`src/rtl/core/fpra_pkg.sv`:
```
// shared types, constants and helper functions of the first piola residual accumulator
`default_nettype none
package fpra_pkg;

    localparam int FRAC_BITS = 16;
    localparam int DATA_W    = 32;
    localparam int ACC_W     = 64;

    localparam logic signed [ACC_W-1:0] SAT32_MAX = 64'sd2147483647;
    localparam logic signed [ACC_W-1:0] SAT32_MIN = -64'sd2147483648;

    typedef enum logic [1:0] {
        OP_LOAD_F = 2'd0,
        OP_LOAD_S = 2'd1,
        OP_TERM   = 2'd2,
        OP_NONE   = 2'd3
    } opcode_t;

    typedef enum logic [3:0] {
        DST_COF  = 4'b0001,
        DST_ROW  = 4'b0010,
        DST_DOT  = 4'b0100,
        DST_TERM = 4'b1000
    } dest_t;

    typedef struct packed {
        logic       act;
        dest_t      dest;
        logic       first;
        logic       last;
        logic       neg;
        logic [1:0] row_a;
        logic [1:0] col_a;
        logic [1:0] row_b;
        logic [1:0] col_b;
        logic [1:0] idx_i;
        logic [1:0] idx_j;
    } mul_cmd_t;

    typedef struct packed {
        mul_cmd_t mul;
        logic     emit;
    } dp_ctl_t;

    typedef struct packed {
        logic out_free;
        logic last;
    } dp_stat_t;

    function automatic logic [1:0] next_mod3(input logic [1:0] x);
        logic [1:0] r;
        r = (x == 2'd2) ? 2'd0 : x + 2'd1;
        return r;
    endfunction

    function automatic logic signed [DATA_W-1:0] sat32(input logic signed [ACC_W-1:0] x);
        logic signed [DATA_W-1:0] r;
        if (x > SAT32_MAX)
            r = SAT32_MAX[DATA_W-1:0];
        else if (x < SAT32_MIN)
            r = SAT32_MIN[DATA_W-1:0];
        else
            r = x[DATA_W-1:0];
        return r;
    endfunction

endpackage
`default_nettype wire

```
`src/rtl/core/fpra_controller.sv`:
```
// controller: sequences the multiply steps of one term transaction
`default_nettype none
module fpra_controller (
    input  wire logic                 clk,
    input  wire logic                 rst_n,
    input  wire logic                 in_valid,
    input  wire logic [1:0]           opcode,
    output logic                      in_ready,
    output fpra_pkg::dp_ctl_t         ctl,
    input  wire fpra_pkg::dp_stat_t   stat
);

    typedef enum logic [6:0] {
        ST_IDLE  = 7'b0000001,
        ST_COF   = 7'b0000010,
        ST_ROW   = 7'b0000100,
        ST_DOT   = 7'b0001000,
        ST_TERM  = 7'b0010000,
        ST_DRAIN = 7'b0100000,
        ST_EMIT  = 7'b1000000
    } state_t;

    state_t     state_reg, state_next;
    state_t     phase_reg, phase_next;
    logic [1:0] i_reg, i_next;
    logic [1:0] j_reg, j_next;
    logic       half_reg, half_next;
    logic       drain_reg, drain_next;

    logic [1:0] m1, m2, k1, k2;

    assign m1 = fpra_pkg::next_mod3(i_reg);
    assign m2 = fpra_pkg::next_mod3(m1);
    assign k1 = fpra_pkg::next_mod3(j_reg);
    assign k2 = fpra_pkg::next_mod3(k1);

    always_ff @(posedge clk or negedge rst_n)
    begin
        if (!rst_n)
        begin
            state_reg <= ST_IDLE;
            phase_reg <= ST_IDLE;
            i_reg     <= 2'd0;
            j_reg     <= 2'd0;
            half_reg  <= 1'b0;
            drain_reg <= 1'b0;
        end
        else
        begin
            state_reg <= state_next;
            phase_reg <= phase_next;
            i_reg     <= i_next;
            j_reg     <= j_next;
            half_reg  <= half_next;
            drain_reg <= drain_next;
        end
    end

    always_comb
    begin
        state_next = state_reg;
        phase_next = phase_reg;
        i_next     = i_reg;
        j_next     = j_reg;
        half_next  = half_reg;
        drain_next = drain_reg;
        in_ready   = 1'b0;
        ctl        = '0;
        ctl.mul.dest  = fpra_pkg::DST_COF;
        ctl.mul.idx_i = i_reg;
        ctl.mul.idx_j = j_reg;
        case (state_reg)
            ST_IDLE:
            begin
                in_ready = 1'b1;
                if (in_valid && (opcode == fpra_pkg::OP_TERM))
                begin
                    state_next = ST_COF;
                    i_next     = 2'd0;
                    j_next     = 2'd0;
                    half_next  = 1'b0;
                end
            end
            ST_COF:
            begin
                ctl.mul.act   = 1'b1;
                ctl.mul.dest  = fpra_pkg::DST_COF;
                ctl.mul.row_a = m1;
                ctl.mul.row_b = m2;
                ctl.mul.first = !half_reg;
                ctl.mul.last  = half_reg;
                ctl.mul.neg   = half_reg;
                ctl.mul.col_a = half_reg ? k2 : k1;
                ctl.mul.col_b = half_reg ? k1 : k2;
                half_next = !half_reg;
                if (half_reg)
                begin
                    j_next = fpra_pkg::next_mod3(j_reg);
                    if (j_reg == 2'd2)
                    begin
                        i_next = fpra_pkg::next_mod3(i_reg);
                        if (i_reg == 2'd2)
                        begin
                            state_next = ST_DRAIN;
                            phase_next = ST_ROW;
                        end
                    end
                end
            end
            ST_ROW:
            begin
                ctl.mul.act   = 1'b1;
                ctl.mul.dest  = fpra_pkg::DST_ROW;
                ctl.mul.first = (j_reg == 2'd0);
                ctl.mul.last  = (j_reg == 2'd2);
                j_next = fpra_pkg::next_mod3(j_reg);
                if (j_reg == 2'd2)
                begin
                    i_next = fpra_pkg::next_mod3(i_reg);
                    if (i_reg == 2'd2)
                    begin
                        state_next = ST_DRAIN;
                        phase_next = ST_DOT;
                    end
                end
            end
            ST_DOT:
            begin
                ctl.mul.act   = 1'b1;
                ctl.mul.dest  = fpra_pkg::DST_DOT;
                ctl.mul.first = (j_reg == 2'd0);
                ctl.mul.last  = (j_reg == 2'd2);
                j_next = fpra_pkg::next_mod3(j_reg);
                if (j_reg == 2'd2)
                begin
                    state_next = ST_DRAIN;
                    phase_next = ST_TERM;
                end
            end
            ST_TERM:
            begin
                ctl.mul.act   = 1'b1;
                ctl.mul.dest  = fpra_pkg::DST_TERM;
                ctl.mul.first = 1'b1;
                ctl.mul.last  = 1'b1;
                state_next = ST_DRAIN;
                phase_next = ST_EMIT;
            end
            ST_DRAIN:
            begin
                drain_next = !drain_reg;
                if (drain_reg)
                begin
                    state_next = phase_reg;
                    i_next     = 2'd0;
                    j_next     = 2'd0;
                end
            end
            ST_EMIT:
            begin
                if (!stat.last)
                begin
                    state_next = ST_IDLE;
                end
                else if (stat.out_free)
                begin
                    ctl.emit   = 1'b1;
                    state_next = ST_IDLE;
                end
            end
            default:
            begin
                state_next = ST_IDLE;
            end
        endcase
    end

endmodule
`default_nettype wire

```
`config.mk`:
```
export PLATFORM = sky130hd
export DESIGN_NAME = fpra_controller
export DESIGN_NICKNAME = d
export VERILOG_FILES = /design/src/rtl/core/fpra_pkg.sv /design/src/rtl/core/fpra_controller.sv
export SDC_FILE = /design/constraint.sdc
export NUM_CORES = 1
export LEC_CHECK = 0
export ABC_AREA = 1
export BUFFER_PORTS_ARGS = -buffer_cell sky130_fd_sc_hd__buf_2
export CORE_MARGIN = 5
export CORE_UTILIZATION = 44
export DETAILED_ROUTE_END_ITERATION = 10
export GPL_ROUTABILITY_DRIVEN = 0
export GPL_TIMING_DRIVEN = 0
export PLACE_DENSITY = 0.77
export SLEW_MARGIN = 0
export SYNTH_ARGS = -nofsm -noshare
export SYNTH_HDL_FRONTEND = slang
export SYNTH_SLANG_ARGS = --single-unit
```
`constraint.sdc`:
```
create_clock -name clk -period 1.32 [get_ports clk]
set_input_delay 0.132 -clock clk [delete_from_list [all_inputs] [get_ports clk]]
set_output_delay 0.132 -clock clk [all_outputs]
set_load 0.01 [all_outputs]
```
* After elaboration in Yosys (flattened, before gate mapping)
Index checks and enable logic that the tools add are counted.
Word-level totals: output and inout port bits 22, word-level logic and storage cells 82, bits of input ports 7, bits in read-only memories 0, latch bits 0, bits in writable memories 0, memories kept 0, register bits after elaboration 20
Cells by class: add/sub/neg operators 4, shift-type cells 0, mux-type cells 37, bitwise operators 0, multipliers 0, reductions and logical operators 14, eq/ne operators 21, divide/modulo/power cells 0, magnitude comparators 0
Operators by type and width (number):
- 7-bit two-way mux | 14
- 7-bit case mux with 4 select lines | 2
- 7-bit case mux with 7 select lines | 1
- 2-bit two-way mux | 11
- 2-bit inequality test (second input constant) | 8
- 2-bit case mux with 4 select lines | 2
- 4-bit nonzero test | 3
- 2-bit equality test (second input constant) | 5
- 9-bit two-way mux | 1
- 2-bit by 1-bit adder with 2-bit output (second input constant) | 4
- 4-bit AND reduction | 2
- 7-bit by 1-bit equality test with 1-bit output (second input constant) | 1
- 7-bit by 2-bit equality test with 1-bit output (second input constant) | 1
- 7-bit by 3-bit equality test with 1-bit output (second input constant) | 1
- 7-bit by 4-bit equality test with 1-bit output (second input constant) | 1
- 7-bit by 5-bit equality test with 1-bit output (second input constant) | 1
- 7-bit by 6-bit equality test with 1-bit output (second input constant) | 1
- 7-bit equality test (second input constant) | 1
- 7-bit AND reduction | 1
- 1-bit two-way mux | 5
- 5-bit AND reduction | 1
- 3-bit inequality test (second input constant) | 1
- 1-bit logical NOT | 2
- 2-bit logical NOT | 1
- other kinds (5) | 5

* Depth between registers and ports, before layout
Gate-level depths: netlist (run 1).
depth after elaboration 6, depth in mapped cells 10, mapped depth without buffers 10

* Worst setup path before layout (run 1)
No wires, ideal clock.
path type reg-to-reg, from register state_reg[4], to register i_reg[1], path slack -0.035 ns, buffers on the path 0, data required time 1.199 ns, cell stages (with the launch flop) 9, clock period less this slack 1.355 ns, arrival time 1.234 ns, library setup time 0.121 ns, cell sequence dfrtp_1 nor2_1 nand2_2 nor2_1 nor2_1 nand2_1 nand2_2 nand2_1 o21ai_1
Between the ends: word-level cells in the longest chain between the ends 3, elaborated cells between the ends (all ways) 10, classes of those cells 7 x eq/ne; 1 x mux; 2 x reduce/logical
Ends and longest elaborated chain:
- start: declaration | RTL line fpra_controller.sv:23 | state_t state_reg, state_next;
- start signal: assignment | RTL line fpra_controller.sv:50 | state_reg <= state_next;
- 7-bit by 6-bit equality test with 1-bit output, or another cell as far along | RTL line fpra_controller.sv:72 | case (state_reg)
- 4-bit nonzero test (no line) / 2-bit inequality test (equally long branches)
- 4-bit AND reduction (no line)
- end signal: assignment | RTL line fpra_controller.sv:52 | i_reg <= i_next;
- end: declaration | RTL line fpra_controller.sv:25 | logic [1:0] i_reg, i_next;
Several ways; a longest one is shown, not always the timed one. A chain may end at the register's enable or synchronous reset.

==> flow_summary_export.csv, run 1 <==
group,metric,value,unit
run_status,status,"complete, but fails checks",
run_status,violations,"setup timing",
power,p_leak,0.001042,uW
drt,drt-initial-drc-count,59,
power,p_int,1704,uW
sta,hold_violations,0,
drt,drc,0,
placed_design,io_buffers,28,
power,powerDensity,1595,mW/mm^2
sta,finalCritPeriodShare,134.2,%
sta,worst_clock_skew,0.01766,ns
drt,ant_nets,0,
power,clock_power_share,10.8,%
worst_setup_path,cp_cell_sequence,"nor2_1, nand2_2, nor2_4, nor2_1, nand2_4, buf_2",
die,die_h,63.78,um
layout,largest_register_ffs,7,
die,dieArea,0.004067,mm^2
placed_design,hpwlAfterDp,2384,um
layout,drive_gt1_share,57.49,%
layout,nets,255,
layout,seq_area,456.7,um^2
worst_setup_path,worstPathArrival,1.64,ns
drt,first_pass_iters,4,
placed_design,dpl_worst_slack,-0.2097,ns
grt,grt_max_degree,19,
die,ioPinCount,29,
drt,detail_route.wl_per_cell,14.52,um
sta,fmax,564.7,MHz
sta,slew_violations,0,
synthesis,ys_types,24,
cts,numCtsBuffers,3,
run,max_cap_violations,0,
sta,fin_ws,-0.4509,ns
sta,tightestPinTransition,0.4181,ns
power,p_switching,1568,uW
synthesis,synth_area,0.001272,mm^2
synthesis,yosysWarnings,0,
cts,h-tree-depth,1,
synthesis,synthCells,181,
cts,cts_tree,"built",
synthesis,synth-seq-area-share,35.59,%
sta,final.min_clock_period,1.771,ns
power,swShare,47.93,%
cts,clk_latency,0.31,ns
worst_setup_path,end_kind,"primary output",
sta,rsz0062_at_grt,"yes",
worst_setup_path,path_common_cell,"nor2_1",
cts,clkSinkCount,18,
drt,drt-total-wl,4037,um
die,initial_core_util,46.14,%
synthesis,async_flop_share,100.0,%
worst_setup_path,worstSetupPathType,"flip-flop to primary output",
worst_setup_path,required,1.19,ns
grt,grt_overflow,0,
sta,setup-violations-final,36,
worst_setup_path,slowest_delay,0.62,ns
drt,vias,1469,
synthesis,ys_ff_latch,18,
grt,antenna_found_initial,0,
synthesis,synth.avg_cell_area,7.030,um^2
layout,multi_input_area,950.9,um^2
sta,whs,0.1603,ns
cts,clk_transition_reported_paths,0.12,ns
grt,grt_pass1_vias,1478,
grt,grt_pass1_wl,6437,um
die,placementRows,19,
hold_path,hold_path_class,"input pin to flip-flop",
layout,insertedDiodeCount,0,
cts,cts-root-buf,"clkbuf_4",
die,chipWidth,63.78,um
synthesis,synth-main-ff-cell,"dfrtp_1",
cts,clk_path_buf_depth,2,
layout,fillers,213,
power,power,3272,uW
grt,grt_usage,19.25,%
power,combPwrFrac,64.1,%
worst_setup_path,startpoint_type,"flip-flop",
sta,slew_headroom,72.13,%
worst_setup_path,slowest_stage,"dfstp_2",
drt,routed_via_density,5.284,
power,p_seq_share,25.2,%
power,ir_drop,1452,uV
synthesis,syn_nets,188,
worst_setup_path,path_max_fanout,4,
die,core_region_area,0.002758,mm^2
synthesis,synth_edf_count,0,
layout,synthToLayoutAreaGrowth,61.26,%
routing by layer:
layer	vias up	global-route usage [%]	routed length, um
li1	704	-	-
met1	699	23.44	1577
met2	55	34.77	2131
met3	11	2.277	239
met4	0	6.753	89
met5	-	0	0
power by group through the flow:
stage / registers, uW / clock network [uW] / logic (uW)
after floorplan: 804 / 0 / 988
after global placement: 806 / 0 / 1300
after detailed placement: 809 / 0 / 1310
after CTS: 812 / 361 / 1840
after global routing: 849 / 375 / 2280
final: 823 / 352 / 2100
per-stage QoR:
stage | area [um^2] | setup TNS (ns) | cells | util (%)
after global routing | 2052 | -14.22 | 278 | 74.41
final | 2052 | -11.30 | 278 | 74.41
after detailed placement | 1480 | -4.031 | 240 | 53.68
after global placement | 1480 | -3.588 | 240 | 53.68
after floorplan | 1301 | -0.1102 | 181 | -
after CTS | 1936 | -9.982 | 274 | 70.19
cells by family (layout without fill, tap and decap cells):
kind of cell,Yosys count,after routing,synth area share (%)
simple gates,127,127,50.44
buf+inv,24,90,7.965
compound gates,12,12,5.998
flops,18,18,35.59
synthesized netlist by cell type (3+ instances only):
cell	n	share of area, %
a21oi_1	5	2.0
dfrtp_1	16	31
inv_1	19	5.6
inv_2	3	0.88
nand2_1	55	16
nand2_2	7	3.4
nand2_4	3	2.7
nand3_1	18	7.1
nand4_1	3	1.5
nor2_1	20	5.9
nor2_2	8	3.9
nor2_4	4	3.5
nor3_1	4	1.6
cell type report:
cell class                      count  area share [%]
Buffer                              2           1.098
Tap cell                           31           1.890
Clock buffer                        4           1.768
Sequential cell                    18           22.26
Multi-Input combinational cell    139           46.34
Inverter                           22           4.146
Timing Repair Buffer               62           22.50
critical path, delay by kind of cell (launching register included):
kind | cells | cell delay (ns)
buffers and inverters | 1 | 0.16
DFF | 1 | 0.62
and+or+nand+nor | 5 | 0.55
what timing repair did:
| item | CTS | global route |
|---|---|---|
| hold buffers | 1 | 0 |
| endpoints found under the hold margin | 16 | 0 |
| setup buffers | 29 | 7 |
| endpoints found under the setup margin | 34 | 36 |
| gates resized for setup | 54 | 26 |
| pin swaps | 22 | 19 |
cell usage in the layout, fill, tap and decap left out, types with 11 or more instances in the layout:
master   count
inv_1       11
buf_2       25
nand3_1     12
nor2_4      17
nand2_1     45
buf_4       21
dfrtp_1     13
buf_6       17
final timing paths:
path,start,to,slack (ns),depth (start not counted)
setup / recovery,state_reg[0],ctl[20],-0.45,6
hold / removal,opcode[0],state_reg[1],0.16,4
setup reg to reg,state_reg[0],i_reg[1],-0.33,11
hold reg to reg,phase_reg[0],phase_reg[0],0.45,2
max in group asynchronous,rst_n,phase_reg[0],0.71,2
min in group asynchronous,rst_n,phase_reg[6],0.27,2
No activity file was read; power rests on OpenSTA's default activity.
==> run 2: changes to the inputs <==
==> constraint.sdc (replaced) <==
create_clock -name clk -period 1.6 [get_ports clk]
set_input_delay 0.16 -clock clk [delete_from_list [all_inputs] [get_ports clk]]
set_output_delay 0.16 -clock clk [all_outputs]
set_load 0.01 [all_outputs]
==> run 2 against run 1 <==
The flow still finishes with violations (setup timing). Critical path depth rose by 1. Clock power fell by 20%. Critical path type unchanged. Global-route usage fell by 2.6 points. Critical endpoint is now ctl[14]. Sequential share of layout area rose by 2.8 points. Routed wire length fell by 14%. Die area did not move. Non-clock buffer count fell by 14.
==> flow_summary_export.csv, run 2 (synthesized netlist as in run 1, its figures left out) <==
group,metric,value,unit
run_status,status,"complete, but fails checks",
run_status,violations,"setup timing",
layout,fillers,231,
drt,routed_via_density,5.125,
worst_setup_path,path_max_fanout,5,
power,p_seq_share,30.2,%
sta,rsz0062_at_grt,"yes",
cts,cts-root-buf,"clkbuf_4",
power,ir_drop,874.0,uV
cts,clkSinkCount,18,
sta,tightestPinTransition,0.4173,ns
worst_setup_path,r2r_cells,10,
cts,h-tree-depth,1,
power,p_switching,1122,uW
run,max_cap_violations,0,
layout,fin_util,66.11,%
die,initial_core_util,46.14,%
worst_setup_path,startpoint_type,"flip-flop",
grt,grt_overflow,0,
die,ioPinCount,29,
sta,worst_clock_skew,0.001334,ns
cts,cts_tree,"built",
worst_setup_path,path_buf_inv,3,
sta,setup-violations-final,16,
die,die_h,63.78,um
sta,slew_violations,0,
worst_setup_path,slowest_delay,0.46,ns
grt,antenna_found_initial,0,
layout,final_area,0.001823,mm^2
sta,fin_ws,-0.2029,ns
hold_path,hp-start,"opcode[0]",
grt,grt_pass1_wl,5568,um
drt,drt-total-wl,3469,um
power,powerDensity,1253,mW/mm^2
worst_setup_path,crit_start,"state_reg[2]",
power,clock_power_share,12.4,%
worst_setup_path,end_kind,"primary output",
die,core_region_area,0.002758,mm^2
worst_setup_path,worstSetupPathType,"flip-flop to primary output",
cts,clk_path_buf_depth,2,
die,placementRows,19,
drt,first_pass_iters,4,
worst_setup_path,worstPathArrival,1.64,ns
cts,clk_transition_reported_paths,0.10,ns
worst_setup_path,cp_cell_sequence,"inv_2, nand2_4, nor2_4, nand2_2, buf_6, o221ai_2, buf_2",
sta,slew_headroom,72.18,%
power,p_leak,0.0009486,uW
power,p_int,1162,uW
worst_setup_path,worst-path-stages,7,
sta,hold_violations,0,
die,chipWidth,63.78,um
layout,drive_gt1_share,50.21,%
power,swShare,49.14,%
sta,finalCritPeriodShare,112.7,%
grt,grt_max_degree,19,
hold_path,hold_path_class,"input pin to flip-flop",
sta,fmax,554.7,MHz
drt,vias,1353,
cts,clk_latency,0.29,ns
worst_setup_path,worst_r2r_startpoint,"state_reg[0]",
worst_setup_path,slowest_stage,"dfrtp_2",
layout,nets,241,
layout,largest_register_ffs,7,
grt,grt_usage,16.65,%
cts,numCtsBuffers,3,
worst_setup_path,crit_family,"flip-flops",
worst_setup_path,required,1.44,ns
layout,final_cell_mix,"nand2_1 (51), buf_2 (27), nand3_1 (16), buf_4 (16), nor2_4 (15)",
drt,ant_nets,0,
grt,grt_pass1_vias,1264,
placed_design,hpwlAfterDp,2288,um
drt,detail_route.wl_per_cell,13.14,um
layout,insertedDiodeCount,0,
drt,drt-initial-drc-count,46,
die,dieArea,0.004067,mm^2
power,combPwrFrac,57.4,%
hold_path,hold_depth,4,
sta,final.min_clock_period,1.803,ns
drt,drc,0,
placed_design,placed_area,0.001451,mm^2
layout,layout_commonest_cell,"nand2_1",
layout,synthToLayoutAreaGrowth,43.26,%
placed_design,io_buffers,28,
run 2: cell count changes in the layout (fill, tap and decap cells not counted), sizes merged:
cell | previous run | this run
buf | 63 | 49
run 2: worst reg2reg max path, cell delays in order (launching register included):
cell and delay (ns):
dfstp_2 0.62, inv_2 0.06, nand2_2 0.07, nor2_4 0.04, buf_4 0.13, nand3_4 0.09, nand2_2 0.10, nor2_2 0.12
nand2_2 0.11, nand2_1 0.08, nand2_1 0.05
run 2: power groups by stage:
| stage | registers (uW) | logic (uW) | clock network [uW] |
|---|---|---|---|
| floorplan | 663 | 780 | 0 |
| detailed placement | 666 | 1040 | 0 |
| finish | 690 | 1310 | 282 |
| global route | 706 | 1440 | 307 |
| CTS | 676 | 1170 | 298 |
| global placement | 666 | 1030 | 0 |
run 2: per-stage QoR:
stage	hold WS [ns]	setup WS (ns)	TNS (ns)	power (uW)	std cells
global placement	0.1137	0.02046	0	1695	240
finish	0.1771	-0.2029	-1.510	2284	264
CTS	0.1557	-0.1623	-1.508	2141	255
global route	0.1846	-0.3035	-3.702	2453	264
detailed placement	0.1085	-0.006020	-0.006020	1707	240
floorplan	-0.1356	0.2333	0	1443	181
run 2: metal layers:
layer	part of all wire, %	wire length [um]	vias up	track usage (%)
met5	0	0	-	0
met2	50	1719	49	28.05
li1	-	-	675	-
met3	6.7	234	2	3.152
met1	43	1498	627	21.44
met4	0.49	17	0	5.455
run 2: layout make-up:
type                    count  area [um^2]  area share, %
inverters                  22        82.58          4.530
flip-flops and latches     18        456.7          25.05
multi-input cells         139        875.8          48.04
clock buffers               4        36.28          1.990
repair buffers             48        314.1          17.23
plain buffers               2        18.77          1.030
well taps                  31        38.79          2.128
run 2: final timing paths:
kind	end	slack [ns]
min in group asynchronous	state_reg[5]	0.33
max in group asynchronous	state_reg[0]	0.95
setup / recovery	ctl[14]	-0.20
hold reg to reg	phase_reg[0]	0.46
setup reg to reg	state_reg[1]	0.03
hold / removal	state_reg[1]	0.18
run 2: what timing repair did:
action	in CTS	in global routing
pin swaps	11	8
setup endpoints to repair	17	34
hold buffers	1	0
endpoints found under the hold margin	16	0
setup buffers	9	9
gates cloned	1	0
gates resized for setup	30	24
==> run 3: changes to the inputs <==
==> constraint.sdc (replaced) <==
create_clock -name clk -period 1.6 [get_ports clk]
set_input_delay 0.08 -clock clk [delete_from_list [all_inputs] [get_ports clk]]
set_output_delay 0.08 -clock clk [all_outputs]
set_load 0.01 [all_outputs]
==> run 3 against run 2 <==
The flow still finishes with violations (setup timing). Sequential share of layout area increased by 0.19 points. Total power decreased by 0.86%. Clock skew about the same. Maximum frequency increased by 5.5%. Design area decreased by 0.75%. Via count decreased by 1.9%. First-iteration DRC count increased by 63%. Setup slack improved by 0.093 ns. Critical path depth unchanged. Die area unchanged. Sequential cell count unchanged. Clock-buffer cell count unchanged. Critical path type unchanged.
==> flow_summary_export.csv, run 3 (synthesized netlist as in run 1, its figures left out) <==
group,metric,value,unit
run_status,status,"complete, but fails checks",
run_status,violations,"setup timing",
grt,grt_pass1_wl,5582,um
die,core_region_area,0.002758,mm^2
layout,synthToLayoutAreaGrowth,42.18,%
power,p_int,1151,uW
die,ioPinCount,29,
layout,instances_no_fill,264,
worst_setup_path,slowest_delay,0.47,ns
drt,ant_nets,0,
sta,tightestPinTransition,0.4091,ns
worst_setup_path,startpoint_type,"flip-flop",
cts,clk_path_buf_depth,2,
placed_design,io_buffers,28,
die,die_h,63.78,um
sta,slew_violations,0,
cts,cts_tree,"built",
cts,h-tree-depth,1,
hold_path,holdPathEnd,"state_reg[1]",
worst_setup_path,r2r_end,"phase_reg[6]",
die,initial_core_util,46.14,%
power,powerDensity,1251,mW/mm^2
power,swShare,49.16,%
layout,multi_input_area,875.8,um^2
sta,setup_tns,-0.3157,ns
sta,finalCritPeriodShare,106.8,%
worst_setup_path,worstSetupPathType,"flip-flop to primary output",
hold_path,hold_path_class,"input pin to flip-flop",
cts,cts-root-buf,"clkbuf_4",
worst_setup_path,required,1.52,ns
placed_design,dpl_worst_slack,0.03859,ns
die,chipWidth,63.78,um
cts,clk_latency,0.29,ns
power,ir_drop,813.1,uV
worst_setup_path,reg2reg_setup_slack,0,ns
cts,clkSinkCount,18,
cts,numCtsBuffers,3,
worst_setup_path,worstPathArrival,1.63,ns
sta,final.min_clock_period,1.710,ns
sta,slew_headroom,72.72,%
sta,setup-violations-final,10,
hold_path,hp-start,"opcode[0]",
layout,seq_area,456.7,um^2
run,max_cap_violations,0,
sta,hold_violations,0,
cts,clk_transition_reported_paths,0.11,ns
drt,drc,0,
sta,fin_ws,-0.1096,ns
power,p_seq_share,30.4,%
layout,drive_gt1_share,50.64,%
placed_design,dp.cells,240,
worst_setup_path,path_max_fanout,5,
layout,fillers,236,
worst_setup_path,cp_cell_sequence,"inv_2, nand2_4, nor2_4, nand2_2, buf_6, o221ai_2, buf_2",
power,p_leak,0.0009423,uW
drt,drt-initial-drc-count,75,
layout,insertedDiodeCount,0,
layout,largest_register_ffs,7,
grt,grt_pass1_vias,1264,
drt,detail_route.wl_per_cell,13.51,um
drt,drt-total-wl,3567,um
grt,grt_overflow,0,
die,dieArea,0.004067,mm^2
layout,nets,241,
drt,routed_via_density,5.027,
sta,rsz0062_at_grt,"yes",
drt,vias,1327,
layout,layout_commonest_cell,"nand2_1",
layout,final_cell_mix,"nand2_1 (45), buf_2 (28), buf_4 (18)",
hold_path,hold_depth,4,
power,clock_power_share,12.6,%
worst_setup_path,end_kind,"primary output",
grt,grt_usage,16.69,%
sta,worst_clock_skew,0.0009613,ns
placed_design,hpwlAfterDp,2288,um
worst_setup_path,worst_r2r_startpoint,"state_reg[0]",
die,placementRows,19,
sta,fmax,584.9,MHz
grt,grt_max_degree,19,
power,combPwrFrac,57.0,%
grt,antenna_found_initial,0,
power,p_switching,1113,uW
drt,first_pass_iters,4,
worst_setup_path,slowest_stage,"dfrtp_2",
worst_setup_path,r2r_cells,10,
==> run 3: changes by cell type in the layout (fill, tap and decap cells not counted), moves of 2 or more <==
cell and delta:
buf_6 -3, a21oi_2 -2, nand2_1 -6, inv_1 +2, nand2_2 +6, buf_4 +2, a21oi_1 +2, inv_2 -2
==> run 3: layout make-up <==
cell class	instances	share of cell area, %
Sequential cell	18	25.24
Buffer	2	1.037
Inverter	22	4.564
Tap cell	31	2.144
Clock buffer	4	2.006
Multi-Input combinational cell	139	48.41
Timing Repair Buffer	48	16.60
==> run 3: worst max-delay path by stage <==
stage,from,depth (start not counted),end,slack [ns]
3_3_place_gp,state_reg[4],8,phase_reg[6],0.04
4_1_cts,state_reg[2],7,ctl[14],-0.08
6_report,state_reg[2],7,ctl[14],-0.11
2_1_floorplan,state_reg[4],8,i_reg[1],0.24
5_1_grt,state_reg[2],7,ctl[14],-0.21
3_5_place_dp,state_reg[4],8,phase_reg[6],0.04
==> run 3: metrics by stage <==
stage | power, uW | instance area (um^2) | utilization [%] | hold WS (ns)
after CTS | 2141 | 1668 | 60.48 | 0.07569
after global placement | 1695 | 1451 | 52.63 | 0.03372
after global routing | 2428 | 1809 | 65.61 | 0.1048
after floorplan | 1443 | 1272 | - | -0.2156
final | 2264 | 1809 | 65.61 | 0.09747
after detailed placement | 1707 | 1451 | 52.63 | 0.02847
==> run 3: critical path: cells and delay by family (launching register included) <==
family	cells	cell delay (ns)
buffers and inverters	3	0.43
AOI/OAI and AO/OA	1	0.17
DFF	1	0.47
and+or+nand+nor	3	0.27
==> run 3: per-layer routing <==
metal  track usage (%)  up-vias  wire (um)
met3             4.028        2        245
met4             5.455        0         16
met5                 0        -          0
met2             28.05       43       1810
met1             21.01      607       1494
li1                  -      675          -
==> run 3: what timing repair did <==
| item | in CTS | in global routing |
|---|---|---|
| pin swaps | 11 | 11 |
| endpoints found under the setup margin | 14 | 33 |
| gates resized for setup | 29 | 22 |
| buffers inserted | 9 | 9 |
| hold buffers | 1 | 0 |
| gates cloned | 1 | 0 |
| hold endpoints to repair | 18 | 0 |
==> run 3: power by group through the flow <==
stage / clock network [uW] / logic (uW) / registers [uW]
2_1_floorplan: 0 / 780 / 663
3_3_place_gp: 0 / 1030 / 666
3_5_place_dp: 0 / 1040 / 666
4_1_cts: 298 / 1170 / 676
5_1_grt: 307 / 1420 / 705
6_report: 285 / 1290 / 688
